**config.mk**
```make
export PLATFORM = sky130hd
export DESIGN_NAME = bpc_fifo
export DESIGN_NICKNAME = d
export VERILOG_FILES = /design/src/rtl/bpc_pkg.sv /design/src/rtl/bpc_fifo.sv
export SDC_FILE = /design/constraint.sdc
export NUM_CORES = 1
export LEC_CHECK = 0
export ABC_AREA = 1
export BUFFER_PORTS_ARGS = -buffer_cell sky130_fd_sc_hd__buf_4
export CORE_MARGIN = 2
export CORE_UTILIZATION = 35
export CTS_BUF_LIST = sky130_fd_sc_hd__clkbuf_16
export DETAILED_ROUTE_END_ITERATION = 12
export GPL_TIMING_DRIVEN = 0
export PLACE_DENSITY = 0.62
export SYNTH_ARGS = -nofsm -noshare
export SYNTH_HDL_FRONTEND = slang
export SYNTH_SLANG_ARGS = --single-unit
```
**constraint.sdc**
```tcl
create_clock -name clk -period 4.2 [get_ports clk]
set_input_delay 0.21 -clock clk [delete_from_list [all_inputs] [get_ports clk]]
set_output_delay 0.21 -clock clk [all_outputs]
set_load 0.05 [all_outputs]
```
**src/rtl/bpc_pkg.sv**
```systemverilog
// ----------------------------------------------------------------------------
// bpc_pkg
// Shared types, constants and coefficient unpacking for the barometric
// pressure / temperature compensation unit.
// ----------------------------------------------------------------------------
package bpc_pkg;

  localparam int RAW_BITS_DEF      = 24;
  localparam int OUT_FRAC_BITS_DEF = 8;
  localparam int QF                = 29;
  localparam int MAG_W             = 24;
  localparam int CFG_AW            = 6;
  localparam int CFG_DW            = 64;
  localparam int QDEPTH            = 2;

  localparam logic [23:0] SCALE_RESET = 24'd7864320;

  localparam logic [2:0] REG_COEF_LO  = 3'd0;
  localparam logic [2:0] REG_COEF_MID = 3'd1;
  localparam logic [2:0] REG_COEF_HI  = 3'd2;
  localparam logic [2:0] REG_P_SCALE  = 3'd3;
  localparam logic [2:0] REG_T_SCALE  = 3'd4;

  typedef struct packed {
    logic              p_neg;
    logic [MAG_W-1:0]  p_mag;
    logic              t_neg;
    logic [MAG_W-1:0]  t_mag;
  } item_t;

  typedef struct packed {
    logic               sat;
    logic [31:0]        mag;
    logic signed [31:0] val;
  } div_res_t;

  typedef struct packed {
    logic signed [11:0] c0;
    logic signed [11:0] c1;
    logic signed [19:0] c00;
    logic signed [19:0] c10;
    logic signed [15:0] c01;
    logic signed [15:0] c11;
    logic signed [15:0] c20;
    logic signed [15:0] c21;
    logic signed [15:0] c30;
  } coef_t;

  function automatic coef_t unpack_coef(input logic [47:0] lo, input logic [47:0] mid,
                                        input logic [47:0] hi);
    coef_t c;
    c.c0  = lo[47:36];
    c.c1  = lo[35:24];
    c.c00 = lo[23:4];
    c.c10 = {lo[3:0], mid[47:32]};
    c.c01 = mid[31:16];
    c.c11 = mid[15:0];
    c.c20 = hi[47:32];
    c.c21 = hi[31:16];
    c.c30 = hi[15:0];
    return c;
  endfunction

endpackage

```
**src/rtl/bpc_fifo.sv**
```systemverilog
// ----------------------------------------------------------------------------
// bpc_fifo
// Short item queue between the front and back parts.
// ----------------------------------------------------------------------------
module bpc_fifo (
  input  logic          clk,
  input  logic          rst_n,
  input  logic          push,
  input  bpc_pkg::item_t push_item,
  output logic          full,
  input  logic          pop,
  output logic          valid,
  output bpc_pkg::item_t pop_item
);
  localparam int AW = (bpc_pkg::QDEPTH > 1) ? $clog2(bpc_pkg::QDEPTH) : 1;
  localparam int CW = $clog2(bpc_pkg::QDEPTH + 1);

  bpc_pkg::item_t mem_r [bpc_pkg::QDEPTH];
  logic [AW-1:0]  wr_ptr_r;
  logic [AW-1:0]  rd_ptr_r;
  logic [CW-1:0]  cnt_r;

  assign full     = (cnt_r == CW'(bpc_pkg::QDEPTH));
  assign valid    = (cnt_r != '0);
  assign pop_item = mem_r[rd_ptr_r];

  always_ff @(posedge clk) begin
    if (push && !full) begin
      mem_r[wr_ptr_r] <= push_item;
    end
  end

  always_ff @(posedge clk) begin
    if (!rst_n) begin
      wr_ptr_r <= '0;
      rd_ptr_r <= '0;
      cnt_r    <= '0;
    end else begin
      if (push && !full) begin
        wr_ptr_r <= (wr_ptr_r == AW'(bpc_pkg::QDEPTH - 1)) ? '0 : wr_ptr_r + 1'b1;
      end
      if (pop && valid) begin
        rd_ptr_r <= (rd_ptr_r == AW'(bpc_pkg::QDEPTH - 1)) ? '0 : rd_ptr_r + 1'b1;
      end
      cnt_r <= cnt_r + CW'(push && !full) - CW'(pop && valid);
    end
  end
endmodule

```
==> metrics.txt <==
CP max-delay cell nor2_4; # H-tree levels 3; sequential cell area fraction in the yosys report 75.4%; Seq cells post-synth 105; ratio of cells with drive above 1 in the final layout 56.3%; Clk pwr share 22.2%; Pwr per Cell Area 672 nW/um^2; switching part of the total power 35.5%; post-CTS setup buffers 0; WL/cell 15.3 um; Comb power frac 40.2%; drt first pass iters 4; Top Family by Delay on Critical Path simple AND/OR/NAND/NOR gates; Final Cycle Share 44.7%; CP startpoint kind flop; Most common cell on crit path nand2_1; largest net degree at the start of global routing 37; CP Data Required Time 4230 ps; Antenna diodes 0; Std-Cell Rows 39; CP Data Arrival Time 1910 ps; WHS 53.1 ps; Via density 4.43; CTS Hold Buffers Added 0; port bufs 105; Final Max Slew Viols 0; Hold WC Path Type in2reg; slowest stage delay, CP 630 ps; Synth Instances 194; final design utilization 47.2%; CTS clk-pin slew, worst paths 70 ps; Final min period 1880 ps; Initial Util 35.9%; DR iter-0 viols 100; first-pass GRT wire length 10700 um; vias in the first global route 2128; Root Driver clkbuf_16; Int Pwr 2350 uW; Final TNS setup 0 ps; commonest non-fill, non-tap cell in the layout buf_4; Chip Height 112 um; Final HPWL DP 4680 um; initial antenna violation count 0; drt total wl 7020 um; most frequent cells in the layout buf_4 (105), edfxtp_1 (100), mux2_4 (50); synthesized net count 250; P_sw 1290 uW; post-route cell area 5410 um^2; clock sink total 105; cells along the critical path inv_1 > nand2_1 > nand2_1 > nor2_4 > buf_12; Core ar. 11500 um^2; RSZ-0062 raised after global routing false; Max Fanout on Critical Path 26; final-layout fill cell count 989; GRT Total Usage 11.2%; Synthesis Warnings 0; die area 12600 um^2; status completed; CTS tree done; Routability Congestion 0.664; count of cell types in the netlist 11; Cell Area, Synth 4110 um^2; Sequential Power Share 37.6%; crit path kind reg2reg; Resized cells post-CTS 0; DR vias 2035; Max Buffers Root-to-Sink 2; final net count 368; Placed Area 5130 um^2; Top Ports 106; syn_area_per_cell 21.2 um^2; VDD IR-drop max 0.458 mV; final antenna-violating net count 0; endpoints failing setup 0; worst skew pair latency 340 ps; worst slew pin tran 802 ps; GR Overflow Total 0; Die Wd 112 um; leak pwr 0.00215 uW; relative slew slack 46.4%; P&R area growth vs syn 31.6%; # DRC 0; clk_skew 11.2 ps; TritonCTS buffer count 9; Crit path buffers/inverters 2; fmax 0.533 GHz; Final Hold Fails 0; CP endpoint kind flop; max cap viols 0
[final timing paths]
check / endpoint / cells past startpoint / from / slack [ps]
setup / recovery: mem_r[0][35]$_DFFE_PP_ / 5 / cnt_r[0]$_SDFF_PN0_ / 2320
hold / removal: mem_r[0][11]$_DFFE_PP_ / 1 / push_item[11] / 50
setup reg to reg: mem_r[0][35]$_DFFE_PP_ / 5 / cnt_r[0]$_SDFF_PN0_ / 2320
hold reg to reg: rd_ptr_r$_SDFFE_PN0P_ / 2 / rd_ptr_r$_SDFFE_PN0P_ / 520
[worst register-to-register path, delay by kind of cell (launching register included)]
family / cells / cell delay [ps]
AND/OR/NAND/NOR: 3 / 860
buffers and inverters: 2 / 350
flip-flops: 1 / 350
[Yosys cell counts]
cell type,number,area [um^2]
a21oi_1,2,10.0
buf_12,5,100
buf_6,1,11.3
dfxtp_1,5,100
edfxtp_1,100,3000
ha_1,2,25.0
inv_1,9,33.8
mux2_4,50,751
nand2_1,9,33.8
nand3_1,3,15.0
nor2_1,8,30.0
[layer usage]
metal / routed length, um / up-vias / global-route usage [%]
li1: - / 970 / -
met1: 2860 / 988 / 12.9
met2: 3640 / 67 / 19.1
met3: 410 / 10 / 3.51
met4: 105 / 0 / 4.96
met5: 0 / - / 0
[power groups by stage]
stage,Combinational [uW],Sequential [uW],Clock [uW]
global placement,1450,1400,0
detailed placement,1480,1390,0
floorplan,1100,1390,0
global route,1530,1380,880
CTS,1490,1370,837
finish,1460,1370,808
[layout make-up]
| class | instances | area (um^2) | share of cell area [%] |
|---|---|---|---|
| Sequential cell | 105 | 3100 | 57.3 |
| Multi-Input combinational cell | 74 | 872 | 16.1 |
| Timing Repair Buffer | 107 | 828 | 15.3 |
| Clock buffer | 9 | 225 | 4.16 |
| Tap cell | 143 | 179 | 3.30 |
| Buffer | 6 | 111 | 2.06 |
| Clock inverter | 6 | 61.3 | 1.13 |
| Inverter | 9 | 33.8 | 0.624 |
[state kept, by name (all words and copies together), names as in the netlist, named ones only]
name / flops
cnt_r: 2
rd_ptr_r: 1
mem_r: 100
wr_ptr_r: 1
[stage by stage]
| step | worst slack (ps) | std cells | power [uW] |
|---|---|---|---|
| 5_1_grt | 2120 | 459 | 3790 |
| 2_1_floorplan | 1090 | 194 | 2490 |
| 4_1_cts | 2250 | 459 | 3690 |
| 3_5_place_dp | 2280 | 444 | 2880 |
| 3_3_place_gp | -378 | 442 | 2850 |
| 6_report | 2320 | 459 | 3640 |
[cell families after synthesis]
family | after synthesis | share of synthesized area, %
flip-flops | 105 | 75.4
multiplexers | 50 | 18.3
AND/OR/NAND/NOR | 20 | 1.92
buffers and inverters | 15 | 3.53
AO/OA/AOI/OAI | 2 | 0.243
adder cells (fa/ha/maj) | 2 | 0.608
No activity file was read; power rests on OpenSTA's default activity.
