<file path="config.mk">
export PLATFORM = sky130hd
export DESIGN_NAME = bpc_front_flat
export DESIGN_NICKNAME = d
export VERILOG_FILES = /design/src/rtl/bpc_pkg.sv /design/src/rtl/bpc_ifs.sv /design/src/rtl/bpc_front.sv /design/src/flat_wrapper.sv
export SDC_FILE = /design/constraint.sdc
export NUM_CORES = 1
export LEC_CHECK = 0
export BUFFER_PORTS_ARGS = -buffer_cell sky130_fd_sc_hd__buf_2
export CAP_MARGIN = 20
export CORE_MARGIN = 1.5
export CORE_UTILIZATION = 38
export DETAILED_ROUTE_END_ITERATION = 10
export GPL_TIMING_DRIVEN = 0
export PLACE_DENSITY = 0.93
export SETUP_SLACK_MARGIN = 0.1
export SLEW_MARGIN = 5
export SYNTH_ARGS = -nofsm -noshare
export SYNTH_HDL_FRONTEND = slang
export SYNTH_SLANG_ARGS = --single-unit
</file>
<file path="constraint.sdc">
create_clock -name vclk -period 2.95
set_clock_uncertainty 0.15 [all_clocks]
set_input_delay 0.59 -clock vclk [all_inputs]
set_output_delay 0.59 -clock vclk [all_outputs]
set_load 0.005 [all_outputs]
</file>
<file path="src/rtl/bpc_pkg.sv">
// ----------------------------------------------------------------------------
// bpc_pkg
// Shared types, constants and coefficient unpacking for the barometric
// pressure / temperature compensation unit.
// ----------------------------------------------------------------------------
package bpc_pkg;

  localparam int RAW_BITS_DEF      = 24;
  localparam int OUT_FRAC_BITS_DEF = 8;
  localparam int QF                = 29;
  localparam int MAG_W             = 24;
  localparam int CFG_AW            = 6;
  localparam int CFG_DW            = 64;
  localparam int QDEPTH            = 2;

  localparam logic [23:0] SCALE_RESET = 24'd7864320;

  localparam logic [2:0] REG_COEF_LO  = 3'd0;
  localparam logic [2:0] REG_COEF_MID = 3'd1;
  localparam logic [2:0] REG_COEF_HI  = 3'd2;
  localparam logic [2:0] REG_P_SCALE  = 3'd3;
  localparam logic [2:0] REG_T_SCALE  = 3'd4;

  typedef struct packed {
    logic              p_neg;
    logic [MAG_W-1:0]  p_mag;
    logic              t_neg;
    logic [MAG_W-1:0]  t_mag;
  } item_t;

  typedef struct packed {
    logic               sat;
    logic [31:0]        mag;
    logic signed [31:0] val;
  } div_res_t;

  typedef struct packed {
    logic signed [11:0] c0;
    logic signed [11:0] c1;
    logic signed [19:0] c00;
    logic signed [19:0] c10;
    logic signed [15:0] c01;
    logic signed [15:0] c11;
    logic signed [15:0] c20;
    logic signed [15:0] c21;
    logic signed [15:0] c30;
  } coef_t;

  function automatic coef_t unpack_coef(input logic [47:0] lo, input logic [47:0] mid,
                                        input logic [47:0] hi);
    coef_t c;
    c.c0  = lo[47:36];
    c.c1  = lo[35:24];
    c.c00 = lo[23:4];
    c.c10 = {lo[3:0], mid[47:32]};
    c.c01 = mid[31:16];
    c.c11 = mid[15:0];
    c.c20 = hi[47:32];
    c.c21 = hi[31:16];
    c.c30 = hi[15:0];
    return c;
  endfunction

endpackage

</file>
<file path="src/rtl/bpc_ifs.sv">
// ----------------------------------------------------------------------------
// bpc_ifs
// Valid/ready channel interfaces for raw samples and compensated results.
// ----------------------------------------------------------------------------
interface bpc_in_if;
  logic               valid;
  logic               ready;
  logic signed [23:0] pressure_raw;
  logic signed [23:0] temperature_raw;

  modport source (output valid, output pressure_raw, output temperature_raw, input ready);
  modport sink   (input valid, input pressure_raw, input temperature_raw, output ready);
endinterface


</file>
<file path="src/rtl/bpc_front.sv">
// ----------------------------------------------------------------------------
// bpc_front
// Accepts raw sample pairs, sign-extends them and splits sign and magnitude.
// ----------------------------------------------------------------------------
module bpc_front #(
  parameter int RAW_BITS = bpc_pkg::RAW_BITS_DEF
) (
  bpc_in_if.sink         in_ch,
  input  logic           q_full,
  output logic           q_push,
  output bpc_pkg::item_t q_item
);
  function automatic logic [bpc_pkg::MAG_W:0] classify(input logic [23:0] raw);
    logic signed [23:0] ext;
    ext = 24'(signed'(raw[RAW_BITS-1:0]));
    return {ext[23], ext[23] ? 24'(-ext) : 24'(ext)};
  endfunction

  logic [bpc_pkg::MAG_W:0] p_cls;
  logic [bpc_pkg::MAG_W:0] t_cls;

  assign p_cls = classify(in_ch.pressure_raw);
  assign t_cls = classify(in_ch.temperature_raw);

  assign in_ch.ready  = !q_full;
  assign q_push       = in_ch.valid && !q_full;
  assign q_item.p_neg = p_cls[bpc_pkg::MAG_W];
  assign q_item.p_mag = p_cls[bpc_pkg::MAG_W-1:0];
  assign q_item.t_neg = t_cls[bpc_pkg::MAG_W];
  assign q_item.t_mag = t_cls[bpc_pkg::MAG_W-1:0];
endmodule

</file>
<file path="src/flat_wrapper.sv">
// flat-port wrapper written by rule: the top's interface ports become plain ports
module bpc_front_flat 
#(
  parameter int RAW_BITS = bpc_pkg::RAW_BITS_DEF
)
  (q_full, q_push, q_item, in_ch_valid, in_ch_pressure_raw, in_ch_temperature_raw, in_ch_ready);
  bpc_in_if in_ch_i ();
  input  logic q_full;
  output logic q_push;
  output bpc_pkg::item_t q_item;
  input wire logic [$bits(in_ch_i.valid)-1:0] in_ch_valid;
  input wire logic [$bits(in_ch_i.pressure_raw)-1:0] in_ch_pressure_raw;
  input wire logic [$bits(in_ch_i.temperature_raw)-1:0] in_ch_temperature_raw;
  output wire logic [$bits(in_ch_i.ready)-1:0] in_ch_ready;
  assign in_ch_i.valid = in_ch_valid;
  assign in_ch_i.pressure_raw = in_ch_pressure_raw;
  assign in_ch_i.temperature_raw = in_ch_temperature_raw;
  assign in_ch_ready = in_ch_i.ready;
  bpc_front #(.RAW_BITS(RAW_BITS)) u_core (.in_ch(in_ch_i), .q_full(q_full), .q_push(q_push), .q_item(q_item));
endmodule
</file>
==> impl_metrics.yaml, run 1 <==
routing:
  vias: 1573
  top_layer: "met4"
  viasPerCell: 5.52
  wl_met1_mm: 1.55
  wl_met3_um: 215
  first_iter_violations: 82
  wl_met2_mm: 2.44
  routedWlPerCell_um: 15.0
  detail-route-antenna-nets: 0
  dr.pass1.iters: 4
  drc_errors: 0
  routed_wl_mm: 4.28
timing:
  drv_slew: 0
  hold_violations: 0
  finalCritPeriodShare: 0.987
  maxSlewHeadroom: 0.651
  period_minus_slack_ps: 2910
  setup_ws_ps: 39.1
  rsz0062_at_grt: "true"
  setup_viol: 0
  finalSetupTns_ps: 0
  tightest_slew_ps: 523
  fmax_mhz: 344
yosys:
  syn_area_mm2: 0.00104
  synth_cell_types: 29
  ys_warn_count: 0
  seq_area_frac_synth: 0
  syn_inst: 146
  yosys-top-cells-area: "xnor2_1 (33%), o31ai_1 (7.2%), nand2_1 (5.8%)"
  syn_avg_cell_area_um2: 7.14
  post-synth-top-area-fraction: 0.328
  yosys.area.top_type: "xnor2_1"
  syn-num-nets: 198
global_routing:
  track_usage: 0.222
  antenna_found_initial: 0
  grt_max_degree: 11
  grt_pass1_vias: 1458
  grt-ovfl-total: 0
  grt_pass1_wl_mm: 5.92
power_and_ir_drop:
  powerDensity_mw_per_mm2: 152
  p_leak_nw: 0.815
  vdd_drop_max_uv: 111
  total_power_mw: 0.269
clock_tree:
  cts_hold_buf: 0
min_path:
  min_delay_path_depth: 3
  worst_hold_path_type: "input pin to output pin"
floorplanning:
  start_util: 0.410
  die_h_um: 55.4
  die_width_um: 55.4
  die-area_mm2: 0.00307
  core_mm2: 0.00254
  num_rows: 18
  io_pins: 102
setup_path:
  cp.required_ps: 2210
  crit_path_start_kind: "input pin"
  critPathMaxFanout: 3
  worstSetupEndpointType: "output pin"
  crit_type: "input pin to output pin"
  cp_data_arrival_time_ps: 2170
placed_design:
  preCtsSetupSlack_ps: -52.9
  dp_hpwl_mm: 3.06
  place_area_mm2: 0.00159
  gp_congestion: 0.918
  port_buffers: 102
cells_and_area:
  layout_common_cells: "buf_2 (99), xnor2_1 (38), nand2_1 (16)"
  nFlopsAndLatches: 0
  final-seq-area_um2: 0
  n_fill_cell: 221
  final_nets: 309
  final_common_cell: "buf_2"
  design_area_mm2: 0.00177
  clkbuf_count: 0
  drive_above_1_share: 0.537
  insertedDiodeCount: 0
  area_delta_synth_final_pct: 69.9
  multi_input_area_mm2: 0.00108
flow_run:
  maxCapViolCount: 0
status:
  status: "complete, no violations"
-- final timing paths --
| path | from | endpoint | slack [ps] |
|---|---|---|---|
| worst max-delay path | in_ch_temperature_raw[18] | q_item[22] | 40 |
| worst min-delay path | q_full | in_ch_ready | 1250 |
-- where the power goes --
group	internal, mW	leakage, nW	switching [mW]
Sequential	0	0	0
Clock	0	0	0
Combinational	0.135	0.815	0.135
Total	0.135	0.815	0.135
-- logic make-up after synthesis --
kind of cell | Yosys count | synth area share
AOI/OAI and AO/OA | 35 | 0.228
xor gates and xnor gates | 42 | 0.353
adders and majority gates | 2 | 0.0240
buffers and inverters | 15 | 0.0684
and+or+nand+nor | 52 | 0.327
-- worst max-delay path, stage by stage --
cell     delay, ps
buf_6           90
or4_4          540
or4_4          480
o21ai_4        180
xnor2_2        130
buf_2          150
-- synthesized netlist by cell type (4+ instances only) --
master,number
xnor2_1,39
nand2_1,16
o31ai_1,10
inv_1,7
o21ai_1,7
o21ai_0,6
o41ai_1,6
nor3_1,5
nor4_1,5
buf_4,4
clkbuf_1,4
nand2b_1,4
-- layer usage --
layer,up-vias,global-route usage
met2,83,0.447
met5,-,0
li1,762,-
met4,0,0.0488
met1,720,0.244
met3,8,0.0211
-- cell type report --
cell class	count	share of cell area
Multi-Input combinational cell	131	0.612
Timing Repair Buffer	109	0.327
Buffer	8	0.0254
Tap cell	30	0.0212
Inverter	7	0.0148
-- metrics by stage --
step,utilization,instances,hold WS [ps]
floorplan,-,146,1050
global route,0.696,285,1280
CTS,0.639,278,1260
finish,0.696,285,1250
global placement,0.625,278,1250
detailed placement,0.625,278,1260
-- what timing repair did --
item,CTS,global route
setup endpoints to repair,9,14
gates resized for setup,6,17
buffers inserted,0,7
pin swaps,2,5
Power figures use the tool's default switching activity.
==> run 2, diff against run 1 <==
--- a/config.mk
+++ b/config.mk
@@ -12,6 +12,7 @@
 export DETAILED_ROUTE_END_ITERATION = 10
 export GPL_TIMING_DRIVEN = 0
 export PLACE_DENSITY = 0.93
+export RECOVER_POWER = 100
 export SETUP_SLACK_MARGIN = 0.1
 export SLEW_MARGIN = 5
 export SYNTH_ARGS = -nofsm -noshare
==> run 2 against run 1 <==
Critical path type unchanged. Via count rose by 0.70%. Die area did not move. First-iteration DRC count fell by 26%. Worst hold slack got worse by 19 ps. Final cell count did not move. Global-route usage did not move. Power fell by 1.7%. Final area fell by 1.5%. Maximum frequency barely moved. Utilization fell by 1.0 points. Sequential cell count did not move. Sequential share of layout area did not move.
==> impl_metrics.yaml, run 2 (same netlist as run 1, synthesis figures left out) <==
status:
  status: "complete, no violations"
setup_path:
  critPathMaxFanout: 3
  path_cells: "buf_6 > or4_4 > or4_4 > o21ai_4 > xnor2_2 > buf_2"
  cp.required_ps: 2210
  crit_type: "input pin to output pin"
  cp_data_arrival_time_ps: 2170
  crit_path_top_delay_cell: "or4_4"
  worst-path-buf-inv: 2
  cp_top_family: "simple AND/OR/NAND/NOR gates"
  worstSetupEndpointType: "output pin"
  crit_path_start_kind: "input pin"
  crit_top_cell: "or4_4"
  worstSetupStartpoint: "in_ch_temperature_raw[18]"
  slowest_delay_ps: 540
cells_and_area:
  final_nets: 309
  area_delta_synth_final_pct: 67.3
  drive_above_1_share: 0.471
  n_fill_cell: 231
  insertedDiodeCount: 0
  final_util: 0.685
  nFlopsAndLatches: 0
  layout_common_cells: "buf_2 (76), xnor2_1 (38), clkbuf_1 (20)"
  fin_cells: 285
  clkbuf_count: 0
  final_common_cell: "buf_2"
  final-seq-area_um2: 0
timing:
  fmax_mhz: 344
  finalSetupTns_ps: 0
  finalCritPeriodShare: 0.987
  setup_ws_ps: 39.4
  tightest_slew_ps: 520
  maxSlewHeadroom: 0.653
  rsz0062_at_grt: "true"
  drv_slew: 0
  period_minus_slack_ps: 2910
  setup_viol: 0
  hold_violations: 0
power_and_ir_drop:
  vdd_drop_max_uv: 110
  total_power_mw: 0.265
  p_int_mw: 0.129
  powerDensity_mw_per_mm2: 152
  p_seq_frac: 0
  pwr-share-comb: 1.000
  p_leak_nw: 0.771
  clockPowerShare: 0
  p_switching_mw: 0.135
  p_sw_frac: 0.511
placed_design:
  preCtsSetupSlack_ps: -52.9
  dp_hpwl_mm: 3.06
  dp.cells: 278
  port_buffers: 102
  gp_congestion: 0.918
global_routing:
  grt_pass1_vias: 1458
  track_usage: 0.222
  antenna_found_initial: 0
  grt_max_degree: 11
  grt-ovfl-total: 0
  grt_pass1_wl_mm: 5.92
floorplanning:
  start_util: 0.410
  core_mm2: 0.00254
  die-area_mm2: 0.00307
  io_pins: 102
  die_width_um: 55.4
  die_h_um: 55.4
  num_rows: 18
min_path:
  worst_hold_path_type: "input pin to output pin"
  min_delay_path_depth: 3
  min_from: "q_full"
  hold_end: "in_ch_ready"
flow_run:
  maxCapViolCount: 0
routing:
  drc_errors: 0
  routed_wl_mm: 4.30
  first_iter_violations: 61
  vias: 1584
  routedWlPerCell_um: 15.1
  dr.pass1.iters: 4
  detail-route-antenna-nets: 0
  viasPerCell: 5.56
-- run 2: changes by cell type in the layout (fill, tap and decap cells not counted) --
cell and change:
nor4_2 -1, o21ai_0 +1, buf_2 -23, clkbuf_2 +7
nor4_1 +1, o21ai_1 -1, clkbuf_1 +16
-- run 2: how the worst max path moves through the flow --
stage                       endpoint  slack (ps)  depth (start not counted)
after detailed placement  q_item[45]         -50                          8
after floorplan           q_item[23]         350                          3
after global placement    q_item[45]          -7                          8
final                     q_item[22]          40                          6
after CTS                 q_item[46]          80                          6
after global routing      q_item[17]         -40                          6
-- run 2: tightest hold or removal path, delay by kind of cell --
kind     cells  cell delay, ps
buf+inv      3             200
-- run 2: area by class of cell --
type                       count  area [um2]  area share
multi-input combinational    131        1080       0.618
inverter                       7        26.3      0.0151
buffer                         8        45.0      0.0258
tap                           30        37.5      0.0215
timing repair buffer         109         558       0.320
-- run 2: power by group through the flow --
| stage | Sequential (mW) | Clock, mW | Combinational, mW |
|---|---|---|---|
| 2_1_floorplan | 0 | 0 | 0.113 |
| 3_3_place_gp | 0 | 0 | 0.242 |
| 3_5_place_dp | 0 | 0 | 0.247 |
| 4_1_cts | 0 | 0 | 0.252 |
| 5_1_grt | 0 | 0 | 0.286 |
| 6_report | 0 | 0 | 0.265 |
-- run 2: what timing repair did --
action | in CTS | in global routing
pin swaps | 2 | 5
setup buffers | 0 | 7
resized for setup | 6 | 17
hold buffers | 0 | 0
endpoints found under the setup margin | 9 | 14
-- run 2: layer usage --
layer	global-route usage	vias to the layer above	share of wire
met5	0	-	0
met4	0.0488	0	0.018
met3	0.0211	8	0.056
met2	0.447	75	0.57
met1	0.244	740	0.36
li1	-	761	-
-- run 2: per-stage QoR --
stage / area (um2) / hold WS [ps]
after floorplan: 1040 / 1050
after global placement: 1590 / 1250
after detailed placement: 1590 / 1260
after CTS: 1630 / 1260
after global routing: 1740 / 1260
final: 1740 / 1240
==> run 3, diff against run 2 <==
--- a/config.mk
+++ b/config.mk
@@ -10,8 +10,7 @@
 export CORE_MARGIN = 1.5
 export CORE_UTILIZATION = 38
 export DETAILED_ROUTE_END_ITERATION = 10
-export GPL_TIMING_DRIVEN = 0
-export PLACE_DENSITY = 0.93
+export PLACE_DENSITY = 0.84
 export RECOVER_POWER = 100
 export SETUP_SLACK_MARGIN = 0.1
 export SLEW_MARGIN = 5
==> run 3 against run 2 <==
Worst setup slack better by 50 ps. Sequential share of layout area stayed put. Wire length is 14% lower. Global-route usage is 1.2 points lower. Largest power group unchanged. Sequential cell count stayed put. Utilization is 2.8 points lower. Final cell count is 1.4% lower. Die area stayed put. Non-clock buffer count is 4 lower. Worst hold slack hardly changed.
==> impl_metrics.yaml, run 3 (same netlist as run 1, synthesis figures left out) <==
routing:
  vias: 1507
  detail-route-antenna-nets: 0
  routedWlPerCell_um: 13.1
  viasPerCell: 5.36
  routed_wl_mm: 3.69
  drc_errors: 0
  dr.pass1.iters: 4
  first_iter_violations: 66
cells_and_area:
  final_common_cell: "buf_2"
  nFlopsAndLatches: 0
  final_nets: 305
  insertedDiodeCount: 0
  design_area_mm2: 0.00167
  layout_common_cells: "buf_2 (65), xnor2_1 (39), clkbuf_1 (26)"
  clkbuf_count: 0
  fin_cells: 281
  final_util: 0.657
  drive_above_1_share: 0.422
  final-seq-area_um2: 0
  area_delta_synth_final_pct: 60.5
floorplanning:
  core_mm2: 0.00254
  num_rows: 18
  start_util: 0.410
  die_width_um: 55.4
  die-area_mm2: 0.00307
  die_h_um: 55.4
  io_pins: 102
setup_path:
  path_cells: "buf_2 > or4_4 > or4_4 > o21ai_1 > xnor2_1 > buf_2"
  critPathMaxFanout: 4
  cp_data_arrival_time_ps: 2120
  crit_path_top_delay_cell: "or4_4"
  slowest_delay_ps: 560
  crit_end: "q_item[47]"
  crit_type: "input pin to output pin"
  worstSetupStartpoint: "in_ch_pressure_raw[18]"
  worstSetupEndpointType: "output pin"
  cp.required_ps: 2210
  crit_path_start_kind: "input pin"
power_and_ir_drop:
  p_sw_frac: 0.511
  total_power_mw: 0.250
  p_switching_mw: 0.128
  p_seq_frac: 0
  powerDensity_mw_per_mm2: 150
  p_int_mw: 0.122
  pwr-share-comb: 1.000
  clockPowerShare: 0
  vdd_drop_max_uv: 117
  p_leak_nw: 0.708
status:
  status: "complete, no violations"
timing:
  drv_slew: 0
  finalCritPeriodShare: 0.970
  holdWs_ps: 1240
  hold_violations: 0
  fmax_mhz: 350
  period_minus_slack_ps: 2860
  setup_viol: 0
  rsz0062_at_grt: "true"
  maxSlewHeadroom: 0.333
  tightest_slew_ps: 1000
global_routing:
  grt-ovfl-total: 0
  grt_max_degree: 26
  grt_pass1_wl_mm: 5.60
  track_usage: 0.210
  gr-usage-met3: 0.0164
  met2_usage: 0.418
  grt_pass1_vias: 1310
  busiest_layer: "met2"
  use_met1: 0.249
  antenna_found_initial: 0
placed_design:
  port_buffers: 102
  place_area_mm2: 0.00158
  dp.cells: 274
  dp_hpwl_mm: 2.83
  gp_congestion: 0.861
min_path:
  worst_hold_path_type: "input pin to output pin"
  min_from: "q_full"
flow_run:
  maxCapViolCount: 0
clock_tree:
  cts_hold_buf: 0
-- run 3: worst max-delay path: cells and delay by family --
family                 cells  cell delay, ps
AND/OR/NAND/NOR            2            1000
buffers and inverters      2             240
AO/OA/AOI/OAI              1             160
XOR/XNOR                   1             130
-- run 3: how the worst min path moves through the flow --
stage	to	slack (ps)	cells past startpoint
after global placement	q_item[0]	1240	2
after CTS	q_item[0]	1240	2
after floorplan	q_item[48]	1050	1
after detailed placement	q_item[0]	1240	2
after global routing	in_ch_ready	1260	3
final	in_ch_ready	1240	3
-- run 3: metal layers --
metal  wire length (um)  part of all wire
met1               1440              0.39
met4                 20            0.0054
met5                  0                 0
met3                217             0.059
met2               2010              0.54
-- run 3: cell type report --
cell class / instances / area, um2
fill: 240 / 872
inverter: 7 / 26.3
multi-input combinational: 131 / 1040
tap: 30 / 37.5
timing repair buffer: 113 / 566
-- run 3: metrics by stage --
step           setup TNS [ps]  worst slack, ps
2_1_floorplan               0              349
3_3_place_gp                0             99.8
3_5_place_dp            -38.6            -38.6
4_1_cts                     0             97.5
5_1_grt                     0             8.30
6_report                    0             89.8
-- run 3: power by group through the flow --
stage	registers (mW)	clock network [mW]	logic, mW
CTS	0	0	0.245
global placement	0	0	0.238
finish	0	0	0.250
global route	0	0	0.274
floorplan	0	0	0.113
detailed placement	0	0	0.242
-- run 3: what timing repair did --
item                                    in CTS  in global routing
pin swaps                                    0                  4
endpoints found under the setup margin       6                 18
resized for setup                            4                 15
buffers inserted                             0                  7
